**src/rtl/core/utf8d_pkg.sv**
```systemverilog
// Package: shared types, byte-pattern constants and helpers for the UTF-8 stream decoder.
`timescale 1ns / 1ps

package utf8d_pkg;

  // Widths of the request and result fields.
  localparam int unsigned BYTE_W  = 8;
  localparam int unsigned CP_W    = 21;
  localparam int unsigned BCNT_W  = 3;
  localparam int unsigned PCNT_W  = 2;
  localparam int unsigned PEND_N  = 3;
  localparam int unsigned OUT_TDATA_W = 24;

  // Results one request can cause, and depth of the result queue: one result
  // still waiting plus a full burst.
  localparam int unsigned MAX_RESULTS = 4;
  localparam int unsigned QUEUE_DEPTH = 5;
  localparam int unsigned QCNT_W      = 3;

  // Lead and continuation byte patterns.
  localparam logic [7:0] ASCII_MASK = 8'h80;
  localparam logic [7:0] LEAD2_MASK = 8'hE0;
  localparam logic [7:0] LEAD2_PAT  = 8'hC0;
  localparam logic [7:0] CONT_MASK  = 8'hC0;
  localparam logic [7:0] CONT_PAT   = 8'h80;
  localparam logic [7:0] LEAD3_MASK = 8'hF0;
  localparam logic [7:0] LEAD3_PAT  = 8'hE0;
  localparam logic [7:0] LEAD4_MASK = 8'hF8;
  localparam logic [7:0] LEAD4_PAT  = 8'hF0;
  localparam logic [7:0] PAYLOAD6   = 8'h3F;
  localparam logic [7:0] PAYLOAD5   = 8'h1F;
  localparam logic [7:0] PAYLOAD4   = 8'h0F;
  localparam logic [7:0] PAYLOAD3   = 8'h07;

  // Sequence lengths as held in the expected-length register.
  localparam logic [BCNT_W-1:0] LEN_BAD = 3'd0;
  localparam logic [BCNT_W-1:0] LEN_1   = 3'd1;
  localparam logic [BCNT_W-1:0] LEN_2   = 3'd2;
  localparam logic [BCNT_W-1:0] LEN_3   = 3'd3;
  localparam logic [BCNT_W-1:0] LEN_4   = 3'd4;

  typedef struct packed {
    logic [CP_W-1:0]   code_point;
    logic              is_valid;
    logic [BCNT_W-1:0] byte_count;
    logic              last_of_run;
  } result_t;

  // Sequence length announced by a lead byte; LEN_BAD for a continuation
  // byte or one of 0xF8 to 0xFF.
  function automatic logic [BCNT_W-1:0] seq_length(input logic [BYTE_W-1:0] b);
    logic [BCNT_W-1:0] len;
    if ((b & ASCII_MASK) == 8'h00) begin
      len = LEN_1;
    end else if ((b & LEAD2_MASK) == LEAD2_PAT) begin
      len = LEN_2;
    end else if ((b & LEAD3_MASK) == LEAD3_PAT) begin
      len = LEN_3;
    end else if ((b & LEAD4_MASK) == LEAD4_PAT) begin
      len = LEN_4;
    end else begin
      len = LEN_BAD;
    end
    return len;
  endfunction

  function automatic logic is_cont(input logic [BYTE_W-1:0] b);
    return (b & CONT_MASK) == CONT_PAT;
  endfunction

endpackage

```
**src/rtl/core/utf8_stream_decoder_core.sv**
```systemverilog
// Top level: UTF-8 byte stream decoder with a small result queue.
// A result joins the five-entry result queue as its byte is accepted, behind any still queued.
// Throughput: one byte per cycle while in_tready is high; a byte that only holds a lead or
// continuation gives no result. A broken sequence can cause a burst of up to four results,
// drained one per cycle while out_tready is high; in_tready is low while more than one is queued.
// Reset (rst_n, synchronous, active low) empties the queue and drops any held sequence.
`timescale 1ns / 1ps

module utf8_stream_decoder_core (
  input  logic        clk,
  input  logic        rst_n,
  // Byte requests
  input  logic        in_tvalid,
  output logic        in_tready,
  input  logic [7:0]  in_tdata,   // [7:0] data_byte
  input  logic        in_tlast,   // end_of_text
  // Decoded results
  output logic        out_tvalid,
  input  logic        out_tready,
  output logic [23:0] out_tdata,  // [20:0] code_point, [23:21] byte_count
  output logic        out_tuser,  // is_valid
  output logic        out_tlast   // last_of_run
);

  localparam int unsigned QD = utf8d_pkg::QUEUE_DEPTH;
  localparam int unsigned MR = utf8d_pkg::MAX_RESULTS;

  // Held sequence state. The held bytes carry no reset: only entries below
  // the held count are ever read.
  logic [7:0] pend_r   [utf8d_pkg::PEND_N];
  logic [7:0] pend_nxt [utf8d_pkg::PEND_N];
  logic [utf8d_pkg::PCNT_W-1:0] pcnt_r, pcnt_nxt;
  logic [utf8d_pkg::BCNT_W-1:0] exp_len_r, exp_len_nxt;

  // Result queue: entry 0 is the head shown on the out_ ports.
  utf8d_pkg::result_t q_r   [QD];
  utf8d_pkg::result_t q_nxt [QD];
  logic [utf8d_pkg::QCNT_W-1:0] qcnt_r, qcnt_nxt;

  logic push, pop;
  logic [7:0] b;
  logic       eot;
  logic       cont;
  logic       complete;
  logic [utf8d_pkg::BCNT_W-1:0] len;
  logic [utf8d_pkg::PCNT_W-1:0] n_flush;
  logic       tail_en, tail_valid;
  logic [utf8d_pkg::CP_W-1:0]   tail_cp, decoded_cp;
  logic [utf8d_pkg::BCNT_W-1:0] tail_cnt;
  logic [utf8d_pkg::QCNT_W-1:0] new_n;
  logic [utf8d_pkg::QCNT_W-1:0] wr_base;
  logic [utf8d_pkg::QCNT_W-1:0] rel;
  utf8d_pkg::result_t new_items [MR];

  assign b   = in_tdata;
  assign eot = in_tlast;

  // Room for a full burst as long as at most one result is still waiting.
  assign in_tready  = (qcnt_r <= 3'd1);
  assign push       = in_tvalid & in_tready;
  assign out_tvalid = (qcnt_r != 3'd0);
  assign pop        = out_tvalid & out_tready;

  assign out_tdata = {q_r[0].byte_count, q_r[0].code_point};
  assign out_tuser = q_r[0].is_valid;
  assign out_tlast = q_r[0].last_of_run;

  assign cont     = utf8d_pkg::is_cont(b);
  assign len      = utf8d_pkg::seq_length(b);
  assign complete = ({1'b0, pcnt_r} + 3'd1) == exp_len_r;

  // Code point assembled from the held bytes and the completing byte.
  always_comb begin
    case (exp_len_r)
      utf8d_pkg::LEN_2: begin
        decoded_cp = {10'd0, pend_r[0][4:0], b[5:0]};
      end
      utf8d_pkg::LEN_3: begin
        decoded_cp = {5'd0, pend_r[0][3:0], pend_r[1][5:0], b[5:0]};
      end
      utf8d_pkg::LEN_4: begin
        decoded_cp = {pend_r[0][2:0], pend_r[1][5:0], pend_r[2][5:0], b[5:0]};
      end
      default: begin
        decoded_cp = '0;
      end
    endcase
  end

  // Decode of one byte: a run of flushed held bytes followed by at most one
  // tail result, plus the next held-sequence state.
  always_comb begin
    pend_nxt    = pend_r;
    pcnt_nxt    = pcnt_r;
    exp_len_nxt = exp_len_r;
    n_flush     = '0;
    tail_en     = 1'b0;
    tail_valid  = 1'b0;
    tail_cp     = {13'd0, b};
    tail_cnt    = utf8d_pkg::LEN_1;

    if (pcnt_r != 2'd0 && cont) begin
      if (complete) begin
        tail_en     = 1'b1;
        tail_valid  = 1'b1;
        tail_cp     = decoded_cp;
        tail_cnt    = exp_len_r;
        pcnt_nxt    = '0;
        exp_len_nxt = utf8d_pkg::LEN_BAD;
      end else if (pcnt_r != 2'd3 && !eot) begin
        pend_nxt[pcnt_r] = b;
        pcnt_nxt         = pcnt_r + 2'd1;
      end else begin
        // End of text inside the sequence (or an over-long run): every held
        // byte and this continuation come out as invalid bytes.
        n_flush     = pcnt_r;
        tail_en     = 1'b1;
        pcnt_nxt    = '0;
        exp_len_nxt = utf8d_pkg::LEN_BAD;
      end
    end else begin
      // Nothing held, or the sequence is broken by a fresh byte.
      n_flush = pcnt_r;
      if (len == utf8d_pkg::LEN_1) begin
        tail_en     = 1'b1;
        tail_valid  = 1'b1;
        pcnt_nxt    = '0;
        exp_len_nxt = utf8d_pkg::LEN_BAD;
      end else if (len == utf8d_pkg::LEN_BAD || eot) begin
        tail_en     = 1'b1;
        pcnt_nxt    = '0;
        exp_len_nxt = utf8d_pkg::LEN_BAD;
      end else begin
        pend_nxt[0] = b;
        pcnt_nxt    = 2'd1;
        exp_len_nxt = len;
      end
    end
  end

  assign new_n = {1'b0, n_flush} + {2'b0, tail_en};

  always_comb begin
    for (int i = 0; i < MR; i++) begin
      if (i < utf8d_pkg::PEND_N && 3'(i) < {1'b0, n_flush}) begin
        new_items[i].code_point = {13'd0, pend_r[i % utf8d_pkg::PEND_N]};
        new_items[i].is_valid   = 1'b0;
        new_items[i].byte_count = utf8d_pkg::LEN_1;
      end else begin
        new_items[i].code_point = tail_cp;
        new_items[i].is_valid   = tail_valid;
        new_items[i].byte_count = tail_cnt;
      end
      new_items[i].last_of_run = (3'(i) + 3'd1) == new_n;
    end
  end

  // Queue update: shift out on a pop, then write the new burst just behind
  // whatever remains.
  assign wr_base = qcnt_r - {2'b0, pop};

  always_comb begin
    rel = '0;
    for (int j = 0; j < QD; j++) begin
      q_nxt[j] = q_r[j];
    end
    if (pop) begin
      for (int j = 0; j < QD - 1; j++) begin
        q_nxt[j] = q_r[j+1];
      end
    end
    if (push) begin
      for (int j = 0; j < QD; j++) begin
        rel = 3'(j) - wr_base;
        if (3'(j) >= wr_base && rel < new_n) begin
          q_nxt[j] = new_items[rel[1:0]];
        end
      end
    end
  end

  assign qcnt_nxt = push ? (wr_base + new_n) : wr_base;

  always_ff @(posedge clk) begin
    if (!rst_n) begin
      qcnt_r    <= '0;
      pcnt_r    <= '0;
      exp_len_r <= utf8d_pkg::LEN_BAD;
    end else begin
      qcnt_r <= qcnt_nxt;
      if (push) begin
        pcnt_r    <= pcnt_nxt;
        exp_len_r <= exp_len_nxt;
      end
    end
  end

  always_ff @(posedge clk) begin
    q_r <= q_nxt;
    if (push) begin
      pend_r <= pend_nxt;
    end
  end

endmodule

```
**config.mk**
```make
export PLATFORM = sky130hd
export DESIGN_NAME = utf8_stream_decoder_core
export DESIGN_NICKNAME = d
export VERILOG_FILES = /design/src/rtl/core/utf8d_pkg.sv /design/src/rtl/core/utf8_stream_decoder_core.sv
export SDC_FILE = /design/constraint.sdc
export NUM_CORES = 1
export LEC_CHECK = 0
export BUFFER_PORTS_ARGS = -buffer_cell sky130_fd_sc_hd__buf_2
export CORE_ASPECT_RATIO = 0.7
export CORE_UTILIZATION = 44
export DETAILED_ROUTE_END_ITERATION = 16
export HOLD_SLACK_MARGIN = 0.1
export MAX_ROUTING_LAYER = met4
export PLACE_DENSITY = 0.72
export SYNTH_ARGS = -nofsm -noshare
export SYNTH_HDL_FRONTEND = slang
export SYNTH_SLANG_ARGS = --single-unit
```
**constraint.sdc**
```tcl
create_clock -name clk -period 26.5 [get_ports clk]
set_input_delay 3.975 -clock clk [delete_from_list [all_inputs] [get_ports clk]]
set_output_delay 3.975 -clock clk [all_outputs]
set_load 0.02 [all_outputs]
```
==> run summary <==
Total number of vias = 7,647
Area of the multi-input gates = 4640 um2
H-Tree Depth = 4
Layout cells sized above 1 = 0.118
Max Clk Rate = 0.101 GHz
Post-CTS Setup Bufs = 0
GRT Util Overall = 0.255
Slowest cell on crit path = nor2_4
Worst reg2reg endpoint = out_tdata[7]$_DFF_P_
Final Cycle Share = 0.373
Hold Path End = q_r[53]$_DFF_P_
DIE WIDTH = 172 um
Crit path kind = in2reg
Hold path cells = 2
Synth top area cells = dfxtp_1 (25%), edfxtp_1 (17%), nand2_1 (7.5%)
Clk buf depth = 2
Synthesized area per cell = 8.77 um2
Die area = 20,900 um2
Register area share after synthesis = 0.418
Yosys reg bits = 162
Post-Synth XOR/XNOR Area = 0.00783
Critical R2R Launch = qcnt_r[2]$_SDFF_PN0_
Crit Path Max Fanout = 63
CP dominant cell by count = ha_1
Drt via density = 6.00
Hold crit path type = reg2reg
Row count = 43
Hpwl dp = 16,500 um
Clk slew on worst S/H paths = 70 ps
Hold wc startpoint = q_r[27]$_DFF_P_
Fill cells = 1,855
Reg2Reg Setup Slack = 19,490 ps
Setup TNS = 0 ps
Vias in the first global route = 6,940
Synth cell count leaders = nand2_1 (179), dfxtp_1 (112), nor2_1 (79)
Critical path launch point type = input pin
Mux contribution to synthesized area = 0.0719
Sink Count = 162
Final Slew Violations = 0
DR pass1 iterations = 6
Core box area = 19,900 um2
RSZ-0062 raised after global routing = false
Layout Skew = 11.1 ps
CTS tree = built
Post-synth net total = 1,060
Initial antenna violation count = 0
Max_slew headroom = 0.112
EDFF count, synth = 50
Arrival @ worst endpoint = 10,220 ps
DP Area = 9090 um2
Post-cts resize count = 0
Num CTS Buffers = 17
CP Cell Sequence = buf_2 > nand2_2 > buf_4 > inv_4 > ha_1 > ha_1 > clkinv_1 > ha_1 > buf_4 > inv_1 > ha_1 > a21oi_1 > o211ai_1 > nor2_4 > o21ai_0 > o22ai_1
Async SR Flop Fraction = 0
Detailed Route WL = 24,800 um
Status = complete, no violations
Starting Density = 0.451
Worst skew pair latency = 440 ps
Root Driver = clkbuf_16
Register cell area after layout = 3740 um2
N_diodes = 0
Pwr Total = 1450 uW
Hold-fix buffers at CTS = 0
Synth Area in Compound Gates = 0.206
Largest net degree at the start of global routing = 78
Max incr delay on CP = 950 ps
Max-Cap Viols = 0
Maximum vdd ir drop = 76.9 uV
Main combinational cell family by area after synthesis = compound AO/OA/AOI/OAI gates
Yosys warning count = 0
Layout area overhead = 7.68%
Simple-gate area share of the yosys netlist = 0.191
Final instance area = 9640 um2
Area leader, netlist = dfxtp_1
First DRT Iteration DRCs = 857
Power Density = 151 nW/um2
Measured slew at the worst slew-check pin = 1320 ps
Post-synth top area share = 0.251
Mapped cell area = 8950 um2
First-pass GRT wire length = 39,300 um
Routed len/inst = 19.4 um
Leak Pwr = 0.00366 uW
Final antenna-violating net count = 0
# port buffers = 40
Minimum clock period = 9870 ps
Total grt overflow = 0
Worst path required time = 26,850 ps
# DRC = 0
Final setup vio count = 0
I/O pin cnt = 41
Most frequent cell after synthesis = nand2_1
R2R cell count = 16
Die Y = 121 um
Final Hold Fails = 0
Routability Congestion = 0.964
Distinct cells, synth = 78
Nets = 1,032
Synth Flop Type = dfxtp_1
Endpoint class of the critical path = flop
Synthesized instance count = 1,020
Adder and majority gate portion of the synthesized area = 0.0386
## worst max path at each step
stage	cells past startpoint	slack, ps	from	endpoint
2_1_floorplan	16	14500	out_tready	q_r[0]$_DFFE_PP_
5_1_grt	16	16080	out_tready	out_tdata[7]$_DFF_P_
6_report	16	16630	out_tready	out_tdata[7]$_DFF_P_
3_5_place_dp	16	16340	out_tready	out_tdata[7]$_DFF_P_
3_3_place_gp	16	16520	out_tready	out_tdata[7]$_DFF_P_
4_1_cts	16	16760	out_tready	out_tdata[7]$_DFF_P_
## sequential cells by signal, indices dropped and copies added, names as in the netlist
name	flops
q_r	104
out_tdata	24
qcnt_r	3
exp_len_r	3
pcnt_r	2
pend_r	24
out_tlast	1
out_tuser	1
## cell families (layout without fill, tap and decap cells)
| kind of cell | after synthesis | after routing |
|---|---|---|
| compound gates | 268 | 268 |
| xor+xnor | 8 | 8 |
| fa+ha+maj | 27 | 27 |
| buf+inv | 120 | 105 |
| flops | 162 | 162 |
| mux | 62 | 62 |
| simple gates | 373 | 373 |
## worst max-delay path: cells and delay by family
kind	cells	cell delay, ps
buffers and inverters	6	2200
adders and majority gates	4	1960
AOI/OAI and AO/OA	4	1050
and+or+nand+nor	2	990
## cell type report
type | count | share of cell area
clock buffer | 20 | 0.0464
clock inverter | 12 | 0.0100
inverter | 20 | 0.00805
multi-input combinational | 738 | 0.481
sequential | 162 | 0.388
tap | 270 | 0.0351
timing repair buffer | 53 | 0.0309
## per-layer routing
metal,part of all wire,GRT usage,up-vias
met5,0,-,-
met4,0.018,0.0819,0
met3,0.080,0.0453,32
met2,0.43,0.363,372
met1,0.47,0.363,3638
li1,-,-,3605
## power by group
group	total (uW)	internal, uW	switching, uW
combinational	793	277	516
clock	235	125	111
sequential	425	378	47.0
## cells in the final DEF (no fill, tap or decap), types with 8 or more instances in the layout
cell type / instances
nand2_1: 178
mux2_2: 8
o22ai_1: 16
inv_1: 18
nor3_1: 15
buf_2: 40
a211oi_1: 20
clkbuf_16: 17
a211o_1: 8
nor2b_1: 9
a22oi_1: 26
mux2i_1: 53
nand2b_1: 10
edfxtp_1: 50
nand3_1: 22
o21ai_0: 64
a31oi_1: 41
nor2_1: 78
and3_1: 15
ha_1: 26
buf_4: 12
and2_1: 12
o211ai_1: 8
dfxtp_1: 112
a21oi_1: 25
## per-stage QoR
stage	instances	hold WS (ps)	util	worst slack, ps
CTS	1274	475	0.485	16760
global route	1275	495	0.485	16080
global placement	1242	459	0.458	16520
detailed placement	1242	463	0.458	16340
floorplan	1020	449	-	14500
finish	1275	472	0.485	16630
Power figures use the tool's default switching activity.
